--- config.mk ---
export PLATFORM = sky130hd
export DESIGN_NAME = multichannel_trimmed_mean_filter
export DESIGN_NICKNAME = d
export VERILOG_FILES = /design/src/sv/mctmf_pkg.sv /design/src/sv/multichannel_trimmed_mean_filter.sv
export SDC_FILE = /design/constraint.sdc
export NUM_CORES = 2
export LEC_CHECK = 0
export BUFFER_PORTS_ARGS = -buffer_cell sky130_fd_sc_hd__buf_2
export CORE_AREA = 2 2 258 260
export DETAILED_ROUTE_END_ITERATION = 16
export DIE_AREA = 0 0 260 262
export PLACE_DENSITY = 0.84
export SETUP_SLACK_MARGIN = 0.1
export SLEW_MARGIN = 5
export SYNTH_ARGS = -nofsm -noshare
export SYNTH_HDL_FRONTEND = slang
export SYNTH_SLANG_ARGS = --single-unit
export TNS_END_PERCENT = 10
--- constraint.sdc ---
create_clock -name clock -period 4.9 [get_ports clock]
set_clock_uncertainty 0.15 [all_clocks]
set_input_delay 0.245 -clock clock [delete_from_list [all_inputs] [get_ports clock]]
set_output_delay 0.245 -clock clock [all_outputs]
set_load 0.005 [all_outputs]
--- src/sv/mctmf_pkg.sv ---
// Package: widths, microcode word layout and control program of the trimmed-mean filter.
package mctmf_pkg;

   localparam int WINDOW           = 12;
   localparam int TRIM             = 2;
   localparam int KEEP             = WINDOW - 2 * TRIM;
   localparam int MEAN_SHIFT       = 3;
   localparam int SAMPLE_W         = 12;
   localparam int FILT_W           = 12;
   localparam int CHAN_W           = 2;
   localparam int REQ_TDATA_W      = 16;
   localparam int REQ_TUSER_W      = 3;
   localparam int RSP_TDATA_W      = 16;
   localparam int RSP_TUSER_W      = 2;
   localparam int DEF_SAMPLE_BITS  = 12;
   localparam int DEF_CHANNELS     = 4;
   localparam int PC_W             = 4;
   localparam int CNT_W            = 4;

   typedef logic [PC_W-1:0]  pc_type;
   typedef logic [CNT_W-1:0] cnt_type;

   typedef enum logic [2:0] {
      COND_ALWAYS,
      COND_NO_REQ,
      COND_CLEAR,
      COND_BAD_CHAN,
      COND_CNT_NE,
      COND_OUT_BUSY
   } cond_type;

   typedef struct packed {
      logic     accept;
      logic     acc_clr;
      logic     cnt_clr;
      logic     cnt_inc;
      logic     wr;
      logic     rd;
      logic     srt;
      logic     sum;
      logic     load;
      logic     clr;
      cond_type cond;
      cnt_type  limit;
      pc_type   target;
   } uword_type;

   localparam pc_type ST_WAIT   = 4'd0;
   localparam pc_type ST_DISP   = 4'd1;
   localparam pc_type ST_CHK    = 4'd2;
   localparam pc_type ST_WRITE  = 4'd3;
   localparam pc_type ST_READ   = 4'd4;
   localparam pc_type ST_DRAIN  = 4'd5;
   localparam pc_type ST_SORT   = 4'd6;
   localparam pc_type ST_SUMSET = 4'd7;
   localparam pc_type ST_SUM    = 4'd8;
   localparam pc_type ST_OUT    = 4'd9;
   localparam pc_type ST_DONE   = 4'd10;
   localparam pc_type ST_CLR    = 4'd11;

   localparam cnt_type LAST_ENTRY = CNT_W'(WINDOW - 1);
   localparam cnt_type LAST_PASS  = CNT_W'(WINDOW - 1);
   localparam cnt_type LAST_KEEP  = CNT_W'(KEEP - 1);

   // taken jump goes to target, otherwise pc + 1
   function automatic uword_type uc_rom(input pc_type pc);
      uword_type w;
      w        = '0;
      w.cond   = COND_ALWAYS;
      w.target = ST_WAIT;
      case (pc)
         ST_WAIT: begin
            w.accept = 1'b1;
            w.cond   = COND_NO_REQ;
            w.target = ST_WAIT;
         end
         ST_DISP: begin
            w.acc_clr = 1'b1;
            w.cnt_clr = 1'b1;
            w.cond    = COND_CLEAR;
            w.target  = ST_CLR;
         end
         ST_CHK: begin
            w.cond   = COND_BAD_CHAN;
            w.target = ST_OUT;
         end
         ST_WRITE: begin
            w.wr     = 1'b1;
            w.cond   = COND_CNT_NE;
            w.limit  = '0;
            w.target = ST_WAIT;
         end
         ST_READ: begin
            w.rd      = 1'b1;
            w.cnt_inc = 1'b1;
            w.cond    = COND_CNT_NE;
            w.limit   = LAST_ENTRY;
            w.target  = ST_READ;
         end
         ST_DRAIN: begin
            w.cnt_clr = 1'b1;
            w.cond    = COND_ALWAYS;
            w.target  = ST_SORT;
         end
         ST_SORT: begin
            w.srt     = 1'b1;
            w.cnt_inc = 1'b1;
            w.cond    = COND_CNT_NE;
            w.limit   = LAST_PASS;
            w.target  = ST_SORT;
         end
         ST_SUMSET: begin
            w.cnt_clr = 1'b1;
            w.cond    = COND_ALWAYS;
            w.target  = ST_SUM;
         end
         ST_SUM: begin
            w.sum     = 1'b1;
            w.cnt_inc = 1'b1;
            w.cond    = COND_CNT_NE;
            w.limit   = LAST_KEEP;
            w.target  = ST_SUM;
         end
         ST_OUT: begin
            w.load   = 1'b1;
            w.cond   = COND_OUT_BUSY;
            w.target = ST_OUT;
         end
         ST_DONE: begin
            w.cond   = COND_ALWAYS;
            w.target = ST_WAIT;
         end
         ST_CLR: begin
            w.clr    = 1'b1;
            w.cond   = COND_ALWAYS;
            w.target = ST_OUT;
         end
         default: begin
            w.cond   = COND_ALWAYS;
            w.target = ST_WAIT;
         end
      endcase
      return w;
   endfunction

endpackage

--- src/sv/multichannel_trimmed_mean_filter.sv ---
// Top level: four-channel ring windows with a microcoded sort and trimmed-mean datapath.
//
//  channel | dir | tdata                       | tuser
//  req_    | in  | [11:0] sample               | [1:0] chan, [2] clear_all
//  rsp_    | out | [11:0] filtered            | [1:0] out_chan
//
// After accept the control program sequences 12 memory reads, 12 odd-even sort passes and
// 8 accumulate steps, one per cycle, then loads the result and returns to take the next word.
// A clear word or a sample for a missing channel skips the window steps and loads its result
// at the output step; a result register still held by the receiver stalls the program at the
// output step.
// One word is in work at a time; the next is taken while the result register still waits.
// Reset (synchronous) clears the valid bits of the window memory and all write slots.
module multichannel_trimmed_mean_filter
   import mctmf_pkg::*;
#(
   parameter int SAMPLE_BITS = DEF_SAMPLE_BITS,
   parameter int CHANNELS    = DEF_CHANNELS
) (
   input  logic                   clock,
   input  logic                   reset,
   input  logic                   req_tvalid,
   output logic                   req_tready,
   input  logic [REQ_TDATA_W-1:0] req_tdata,   // [11:0] sample, rest zero
   input  logic [REQ_TUSER_W-1:0] req_tuser,   // [1:0] chan, [2] clear_all
   output logic                   rsp_tvalid,
   input  logic                   rsp_tready,
   output logic [RSP_TDATA_W-1:0] rsp_tdata,   // [11:0] filtered, rest zero
   output logic [RSP_TUSER_W-1:0] rsp_tuser    // [1:0] out_chan
);

   localparam int STORE_W  = (SAMPLE_BITS < SAMPLE_W) ? SAMPLE_BITS : SAMPLE_W;
   localparam int ACC_W    = STORE_W + $clog2(KEEP);
   localparam int DEPTH    = CHANNELS * WINDOW;
   localparam int ADDR_W   = $clog2(DEPTH);
   localparam int CH_IDX_W = (CHANNELS > 1) ? $clog2(CHANNELS) : 1;
   localparam int SLOT_W   = $clog2(WINDOW);

   typedef logic [STORE_W-1:0] smp_type;
   typedef logic [SLOT_W-1:0]  slot_type;

   uword_type uw;
   pc_type    pc_ff, pc_in;
   cnt_type   cnt_ff, cnt_in;
   logic [ACC_W-1:0] acc_ff, acc_in;

   logic [CHAN_W-1:0] item_chan_ff;
   smp_type           item_sample_ff;
   logic              item_clr_ff;

   slot_type          slot_ff [CHANNELS];
   slot_type          slot_in [CHANNELS];
   logic [DEPTH-1:0]  valid_ff, valid_in;
   smp_type           win_mem [DEPTH];

   smp_type           rd_data_ff;
   logic              rd_vld_ff;
   logic              rd_pend_ff;
   slot_type          rd_idx_ff;

   smp_type           buf_ff [WINDOW];
   smp_type           buf_in [WINDOW];

   logic              rsp_valid_ff, rsp_valid_in;
   logic [FILT_W-1:0] rsp_filt_ff, rsp_filt_in;
   logic [CHAN_W-1:0] rsp_chan_ff, rsp_chan_in;

   logic                accept;
   logic                bad_chan;
   logic                busy;
   logic                cond_hit;
   logic [CH_IDX_W-1:0] chan_idx;
   slot_type            cur_slot;
   logic [ADDR_W-1:0]   wr_addr;
   logic [ADDR_W-1:0]   rd_addr;

   assign uw         = uc_rom(pc_ff);
   assign req_tready = uw.accept;
   assign accept     = req_tvalid & req_tready;
   assign bad_chan   = int'(item_chan_ff) >= CHANNELS;
   assign busy       = rsp_valid_ff & ~rsp_tready;
   assign chan_idx   = CH_IDX_W'(item_chan_ff);
   assign cur_slot   = slot_ff[chan_idx];
   assign wr_addr    = ADDR_W'(int'(chan_idx) * WINDOW + int'(cur_slot));
   assign rd_addr    = ADDR_W'(int'(chan_idx) * WINDOW + int'(cnt_ff[SLOT_W-1:0]));

   always_comb begin
      case (uw.cond)
         COND_ALWAYS:   cond_hit = 1'b1;
         COND_NO_REQ:   cond_hit = ~req_tvalid;
         COND_CLEAR:    cond_hit = item_clr_ff;
         COND_BAD_CHAN: cond_hit = bad_chan;
         COND_CNT_NE:   cond_hit = cnt_ff != uw.limit;
         COND_OUT_BUSY: cond_hit = busy;
         default:       cond_hit = 1'b1;
      endcase
      pc_in = cond_hit ? uw.target : pc_ff + pc_type'(1);
   end

   always_comb begin
      cnt_in = cnt_ff;
      if (uw.cnt_clr) begin
         cnt_in = '0;
      end else if (uw.cnt_inc) begin
         cnt_in = cnt_ff + cnt_type'(1);
      end
      acc_in = acc_ff;
      if (uw.acc_clr) begin
         acc_in = '0;
      end else if (uw.sum) begin
         acc_in = acc_ff + ACC_W'(buf_ff[SLOT_W'(cnt_ff + cnt_type'(TRIM))]);
      end
   end

   always_comb begin
      slot_in  = slot_ff;
      valid_in = valid_ff;
      if (uw.clr) begin
         for (int c = 0; c < CHANNELS; c++) begin
            slot_in[c] = '0;
         end
         valid_in = '0;
      end else if (uw.wr) begin
         slot_in[chan_idx] = (cur_slot == slot_type'(WINDOW - 1)) ? '0
                                                                 : cur_slot + slot_type'(1);
         valid_in[wr_addr] = 1'b1;
      end
   end

   // odd-even transposition: even pass on even cnt, odd pass on odd cnt
   always_comb begin
      buf_in = buf_ff;
      if (rd_pend_ff) begin
         buf_in[rd_idx_ff] = rd_vld_ff ? rd_data_ff : '0;
      end
      if (uw.srt) begin
         for (int i = 0; i + 1 < WINDOW; i++) begin
            if ((i[0] == cnt_ff[0]) && (buf_ff[i] > buf_ff[i+1])) begin
               buf_in[i]   = buf_ff[i+1];
               buf_in[i+1] = buf_ff[i];
            end
         end
      end
   end

   always_comb begin
      rsp_valid_in = rsp_valid_ff & ~rsp_tready;
      rsp_filt_in  = rsp_filt_ff;
      rsp_chan_in  = rsp_chan_ff;
      if (uw.load && !busy) begin
         rsp_valid_in = 1'b1;
         rsp_filt_in  = FILT_W'(acc_ff >> MEAN_SHIFT);
         rsp_chan_in  = item_chan_ff;
      end
   end

   always_ff @(posedge clock) begin
      if (reset) begin
         pc_ff        <= ST_WAIT;
         cnt_ff       <= '0;
         valid_ff     <= '0;
         rd_pend_ff   <= 1'b0;
         rsp_valid_ff <= 1'b0;
         for (int c = 0; c < CHANNELS; c++) begin
            slot_ff[c] <= '0;
         end
      end else begin
         pc_ff        <= pc_in;
         cnt_ff       <= cnt_in;
         valid_ff     <= valid_in;
         rd_pend_ff   <= uw.rd;
         rsp_valid_ff <= rsp_valid_in;
         slot_ff      <= slot_in;
      end
   end

   always_ff @(posedge clock) begin
      acc_ff      <= acc_in;
      buf_ff      <= buf_in;
      rsp_filt_ff <= rsp_filt_in;
      rsp_chan_ff <= rsp_chan_in;
      rd_idx_ff   <= cnt_ff[SLOT_W-1:0];
      if (accept) begin
         item_chan_ff   <= req_tuser[CHAN_W-1:0];
         item_sample_ff <= req_tdata[STORE_W-1:0];
         item_clr_ff    <= req_tuser[CHAN_W];
      end
   end

   always_ff @(posedge clock) begin
      if (uw.wr) begin
         win_mem[wr_addr] <= item_sample_ff;
      end
      rd_data_ff <= win_mem[rd_addr];
      rd_vld_ff  <= valid_ff[rd_addr];
   end

   assign rsp_tvalid = rsp_valid_ff;
   assign rsp_tdata  = RSP_TDATA_W'(rsp_filt_ff);
   assign rsp_tuser  = rsp_chan_ff;

`ifndef SYNTHESIS
   a_one_in_work: assert property (@(posedge clock) disable iff (reset)
      req_tvalid && req_tready |=> !req_tready)
      else $error("second word taken while one is in work");

   a_pc_range: assert property (@(posedge clock) disable iff (reset)
      pc_ff <= ST_CLR)
      else $error("control program counter out of range");

   a_load_at_out: assert property (@(posedge clock) disable iff (reset)
      $rose(rsp_tvalid) |-> $past(pc_ff) == ST_OUT)
      else $error("result loaded outside the output step");
`endif

endmodule

# After elaboration in Yosys (flattened, before gate mapping)
# Memories as Yosys holds them, arrays and structs flattened. A register that Yosys moved wholly into a read port is not among the register bits.
# Cells that the tools add are included.
totals:
  reg_bits: 267
  ramBits: 576
  inputBits: 23
  out_inout_bits: 20
  elab_cells: 164
  n_memories: 1
classes:
  add_sub_neg: 7
  mul: 1
  order_cmp: 19
  eq_ne: 17
  mux: 55
  bitwise_logic: 9
  n_reduce_logical: 26
mem_list:
  columns: ["name", "words", "word_bits", "read_ports", "rd_ports_with_merged_regs", "write_ports", "line", "rtl"]
  rows:
  - ["win_mem", 48, 12, 1, 1, 1, "multichannel_trimmed_mean_filter.sv:54", "smp_type win_mem [DEPTH];"]
ops:
  columns: ["op", "n"]
  rows:
  - ["$mux W24", 17]
  - ["$mux W144", 2]
  - ["$bwmux W144", 1]
  - ["$gt A12 B12 Y1", 11]
  - ["$bmux W12 S4", 1]
  - ["$demux W12 S4", 1]
  - ["$mux W12", 4]
  - ["$or A48 B48 Y48", 1]
  - ["$mux W4", 5]
  - ["$pmux W4 S5", 1]
  - ["$bwmux W16", 1]
  - ["$eq A4 B3 Y1 const B", 4]
  - ["$eq A4 B4 Y1 const B", 4]
  - ["$add A15 B12 Y15", 1]
  - ["$logic_and A1 B1 Y1", 15]
  - ["$mux W1", 15]
  - ["$pmux W3 S5", 1]
  - ["$lt A6 B7 Y1 const B", 2]
  - ["$add A4 B1 Y4 const B", 3]
  - ["$ge A5 B5 Y1 const B", 2]
  - ["$not A4 Y5", 2]
  - ["$reduce_or A2 Y1", 5]
  - ["$reduce_or A3 Y1", 3]
  - ["$bmux W4 S2", 1]
  - ["25 further kinds", 31]

# Depth between registers and ports, before layout
depth:
  ltp_word: 25
  depth_mapped: 15
  mapped_depth_nobuf: 13

# Least setup slack after synthesis
# OpenSTA, ideal clock, no wires.
synth_path:
  path_kind: "register to register"
  start: "register cnt_ff[0]"
  end: "register acc_ff[8]"
  setup_time_ns: 0.078
  arrival_ns: 3.419
  t_required_ns: 4.672
  path_slack_ns: 1.254
  path_stages_with_launch: 16
  path_buffers: 4
  synth_period_minus_slack_ns: 3.646
  path_cell_list: "dfxtp_1 > buf_4 > buf_6 > buf_4 > buf_2 > mux4_2 > inv_1 > o22ai_1 > ha_1 > fa_1 > a211oi_1 > o21bai_1 > a21oi_1 > o21ai_0 > and3_1 > nor3_1"
synth_via:
  elab_chain_cells: 6
synth_rtl:
  columns: ["element", "line", "rtl"]
  rows:
  - ["start: declaration", "multichannel_trimmed_mean_filter.sv:44", "cnt_type cnt_ff, cnt_in;"]
  - ["start signal: assignment", "multichannel_trimmed_mean_filter.sv:169", "cnt_ff <= cnt_in;"]
  - ["$add A4 B2 Y4", "multichannel_trimmed_mean_filter.sv:111", "acc_in = acc_ff + ACC_W'(buf_ff[SLOT_W'(cnt_ff + cnt_type'(TRIM))]);"]
  - ["$not A4 Y5 (implied by the code)", "multichannel_trimmed_mean_filter.sv:111", null]
  - ["$bmux W12 S4", "multichannel_trimmed_mean_filter.sv:111", null]
  - ["$mux W12 (implied by the code) (2 in a row)", "multichannel_trimmed_mean_filter.sv:111", null]
  - ["$add A15 B12 Y15", "multichannel_trimmed_mean_filter.sv:111", null]
  - ["end signal: assignment", "multichannel_trimmed_mean_filter.sv:178", "acc_ff <= acc_in;"]
  - ["end: declaration", "multichannel_trimmed_mean_filter.sv:45", "logic [ACC_W-1:0] acc_ff, acc_in;"]
# No other way between the ends. The select of a mux whose other input is x is not followed.
# A chain may end at the register's enable or synchronous reset.

# Worst setup path in the final report
layout_path:
  start: "register cnt_ff[0]"
  end: "register rd_vld_ff"
layout_via:
  elab_chain_cells: 3
layout_rtl:
  columns: ["element", "line", "rtl"]
  rows:
  - ["$add A6 B4 Y6", "multichannel_trimmed_mean_filter.sv:85", "assign rd_addr = ADDR_W'(int'(chan_idx) * WINDOW + int'(cnt_ff[SLOT_W-1:0]));"]
  - ["$bmux W1 S6", "multichannel_trimmed_mean_filter.sv:195", "rd_vld_ff <= valid_ff[rd_addr];"]
  - ["$mux W1 (implied by the code)", "multichannel_trimmed_mean_filter.sv:195", null]
  - ["end signal: assignment", "multichannel_trimmed_mean_filter.sv:195", null]
  - ["end: declaration", "multichannel_trimmed_mean_filter.sv:57", "logic rd_vld_ff;"]
# No other way between the ends. The select of a mux whose other input is x is not followed.

==> metrics.md <==
| Metric | Value |
|---|---|
| Result of the run | `complete, no violations` |
| WP data arrival | `4690 ps` |
| Clock Pin Slew Worst Setup and Hold Paths | `about 70 ps` |
| Port bufs | `34` |
| Layout overhead on the synthesized area | `10.6%` |
| Avg Cell Area, Syn | `around 14 sq um` |
| Top post-synthesis cells by area | `edfxtp_1 (47%), mux4_2 (14%), dfxtp_1 (13%)` |
| # placed instances | `roughly 3600` |
| CTS Root Cell | `clkbuf_16` |
| GRT Util Overall | `0.315` |
| Yosys top cell by area | `edfxtp_1` |
| Area occupied by multi-input gates | `0.0144 sq mm` |
| Slowest-stage cell, CP | `buf_4` |
| Hold Path Origin | `req_tdata[9]` |
| Slew HR | `0.125` |
| Non-filler instance count after layout | `3794` |
| Crit end category | `flip-flop` |
| TritonCTS clock tree | `yes` |
| Tightest Hold Check Type | `in -> reg` |
| First-pass GRT wire length | `around 160000 microns` |
| Primary FF master, synth | `edfxtp_1` |
| Num CTS Buffers | `83` |
| Cell family with the largest share of critical-path delay | `buffers and inverters` |
| Clock Sinks | `855` |
| Synthesized netlist cell count | `roughly 2800` |
| DP Worst Slack | `856 ps` |
| Initial DRC Count | `between 3000 and 4000` |
| Share of layout cells above drive strength 1 | `0.173` |
| Core footprint | `around 0.065 sq mm` |
| Post-synth EDFFs | `around 610` |
| TNS Setup | `0 ps` |
| Post-synthesis cell area | `0.0389 sq mm` |
| Grt total ovfl | `0` |
| Unrepaired setup endpoints after global routing | `no` |
| Reg2reg setup slack | `580 ps` |
| # fillers | `between 4000 and 5000` |
| HPWL Detailed | `65100 microns` |
| Maximum VDD drop | `0.449 mV` |
| DRT Wirelength | `between 100000 and 150000 microns` |
| Die W | `260 microns` |
| Die area | `0.0681 sq mm` |
| Final Hold Viols | `0` |
| Hold Path Depth | `2` |
| Tmin final | `4320 ps` |
| Simple-gate share of the synthesized area | `0.0569` |
| Pin count of the biggest net entering global routing | `80` |
| Area share of the largest cell type after synthesis | `0.467` |
| Die height | `262 microns` |
| GP Congestion | `0.962` |
| Synth Area in XOR/XNOR | `0.00428` |
| Synth Area in Compound Gates | `0.104` |
| Synthesized flop and latch total | `between 800 and 900` |
| Max-slew violations | `0` |
| Post-synthesis mux area share | `0.151` |
| Sequential Area | `0.0232 sq mm` |
| Critical Path RT | `between 5000 and 6000 ps` |
| Main combinational cell family by area after synthesis | `multiplexers` |
| Async SR Flop Fraction | `0` |
| Critical-path cell list | `buf_4, buf_4, mux4_2, mux4_2, o22ai_1, nor2_1` |
| Distinct cell type count after synthesis | `a little over 80` |
| Skew-Pair Late Insertion Delay | `about 670 ps` |
| Setup CP Type | `reg -> reg` |
| Vias | `26000` |
| Via density per instance | `between 6 and 7` |
| Power Density | `424 mW/mm^2` |
| Top cells by count, synth | `edfxtp_1 (605), dfxtp_1 (250), mux4_2 (235)` |
| Slowest stage delay, CP | `slightly above 900 ps` |
| Most frequent cell after synthesis | `edfxtp_1` |
| H-tree depth | `3` |
| Max Clk Rate | `between 0.2 and 0.25 GHz` |
| Max_cap viols | `0` |
| Hold endpoint | `item_sample_ff[9]` |
| Reg2reg end | `rd_vld_ff` |
| Ys Warns | `0` |
| Remaining antenna violation count after routing | `0` |
| Crit path from | `cnt_ff[0]` |
| R2R cell count | `6` |
| CP bufs+invs | `2` |
| Critical path startpoint category | `flip-flop` |
| Origin of the critical flop-to-flop path | `cnt_ff[0]` |
| Slew @ Worst Pin | `1310 ps` |
| Final period util | `0.882` |
| Vias in the first global route | `26000` |
| Drt first pass iters | `7` |
| Initial antenna violation count | `2` |
| # DRC | `0` |
| Setup WS post-layout | `576 ps` |
| IO Count | `43` |
| Final nets | `3049` |
| Critical Path Fanout Max | `52` |
| Adder-Cell Fraction of Synth Area | `0.0531` |
| Sequential cell area fraction in the yosys report | `0.596` |
| Endpoints failing setup | `0` |
| Static leakage | `roughly 14 nW` |
| Initial Util | `0.595` |
| Row cnt | `94` |
| Wire per inst | `between 20 and 30 microns` |
| CTS Buffer Depth | `3` |
## final cells by class
cell class                      count  area share
Clock inverter                     36     0.00925
Timing Repair Buffer              146      0.0248
Sequential cell                   855       0.539
Clock buffer                      115      0.0520
Multi-Input combinational cell   1604       0.335
Antenna cell                        1   0.0000582
Inverter                          173      0.0151
Tap cell                          864      0.0251
## power by group
part           internal (mW)  switching [mW]  leakage (nW)
Combinational           1.27            2.18          5.72
Clock                   3.49            2.84          1.27
Sequential              8.19           0.272          7.46
Total                   12.9            5.29          14.5
## kinds of logic after synthesis
kind of cell | Yosys count
muxes | 290
buffers and inverters | 330
other | 1
AOI/OAI and AO/OA | 633
xor gates and xnor gates | 19
and+or+nand+nor | 495
DFF | 855
adders and majority gates | 163
## routing by layer
metal  share of wire  vias to the layer above  track usage
met5        0.000076                        -      0.00278
met4           0.063                        2        0.174
met3           0.095                      472       0.0640
met2            0.49                     1797        0.520
met1            0.36                    12800        0.393
li1                -                    10900            -
## worst max path at each step
stage | end | cells past startpoint
after global placement | rd_data_ff[6] | 6
after floorplan | acc_ff[8] | 15
after global routing | rd_vld_ff | 6
after detailed placement | win_mem[25][6] | 7
final | rd_vld_ff | 6
after CTS | win_mem[24][9] | 7
## state kept, by name, indices dropped and copies added (netlist names)
register	count
rd_data_ff	12
rsp_tvalid	1
rd_pend_ff	1
cnt_ff	4
rd_idx_ff	4
acc_ff	15
pc_ff	4
rsp_tuser	2
valid_ff	48
item_clr_ff	1
slot_ff	16
win_mem	576
buf_ff	144
rsp_filt_ff	12
rd_vld_ff	1
item_sample_ff	12
chan_idx	2
## layout by cell type, fill, tap and decap left out, types with 10 or more instances in the layout
cell type | synthesis | routed
ha_1 | 160 | 159
a21oi_1 | 199 | 198
buf_2 | 42 | 34
clkbuf_1 | 89 | 29
dlygate4sd3_1 | 0 | 18
clkinv_2 | 0 | 12
clkinv_1 | 0 | 11
xnor2_1 | 11 | 11
o211ai_1 | 20 | 20
a31oi_1 | 16 | 15
clkbuf_16 | 0 | 84
o22ai_1 | 105 | 105
mux4_2 | 235 | 235
o21a_1 | 55 | 55
a211oi_1 | 34 | 34
nand3_1 | 25 | 25
nand4_1 | 29 | 29
inv_1 | 173 | 173
o21ai_1 | 12 | 12
nand2_1 | 149 | 149
mux2i_1 | 50 | 50
buf_4 | 11 | 93
nor2_1 | 204 | 203
and2_1 | 18 | 18
dfxtp_1 | 250 | 248
a22oi_1 | 12 | 12
edfxtp_1 | 605 | 605
nor2b_1 | 15 | 15
and3_1 | 10 | 10
a21o_1 | 16 | 16
o21ai_0 | 92 | 92
## what timing repair did
action                    4_1_cts  5_1_grt
resized for setup               0        0
hold buffers                   18        0
setup buffers                   0        0
hold endpoints to repair       21        0
## per-stage QoR
| stage | hold WS (ps) | util | area (sq um) | total power [mW] |
|---|---|---|---|---|
| 6_report | 138 | 0.659 | 43000 | 18.2 |
| 4_1_cts | 127 | 0.659 | 43000 | 18.1 |
| 3_5_place_dp | 275 | 0.616 | 40200 | 11.9 |
| 5_1_grt | 129 | 0.659 | 43000 | 18.7 |
| 3_3_place_gp | 273 | 0.616 | 40200 | 11.7 |
| 2_1_floorplan | 194 | - | 38900 | 10.8 |
(Power assumes the default switching activity.)
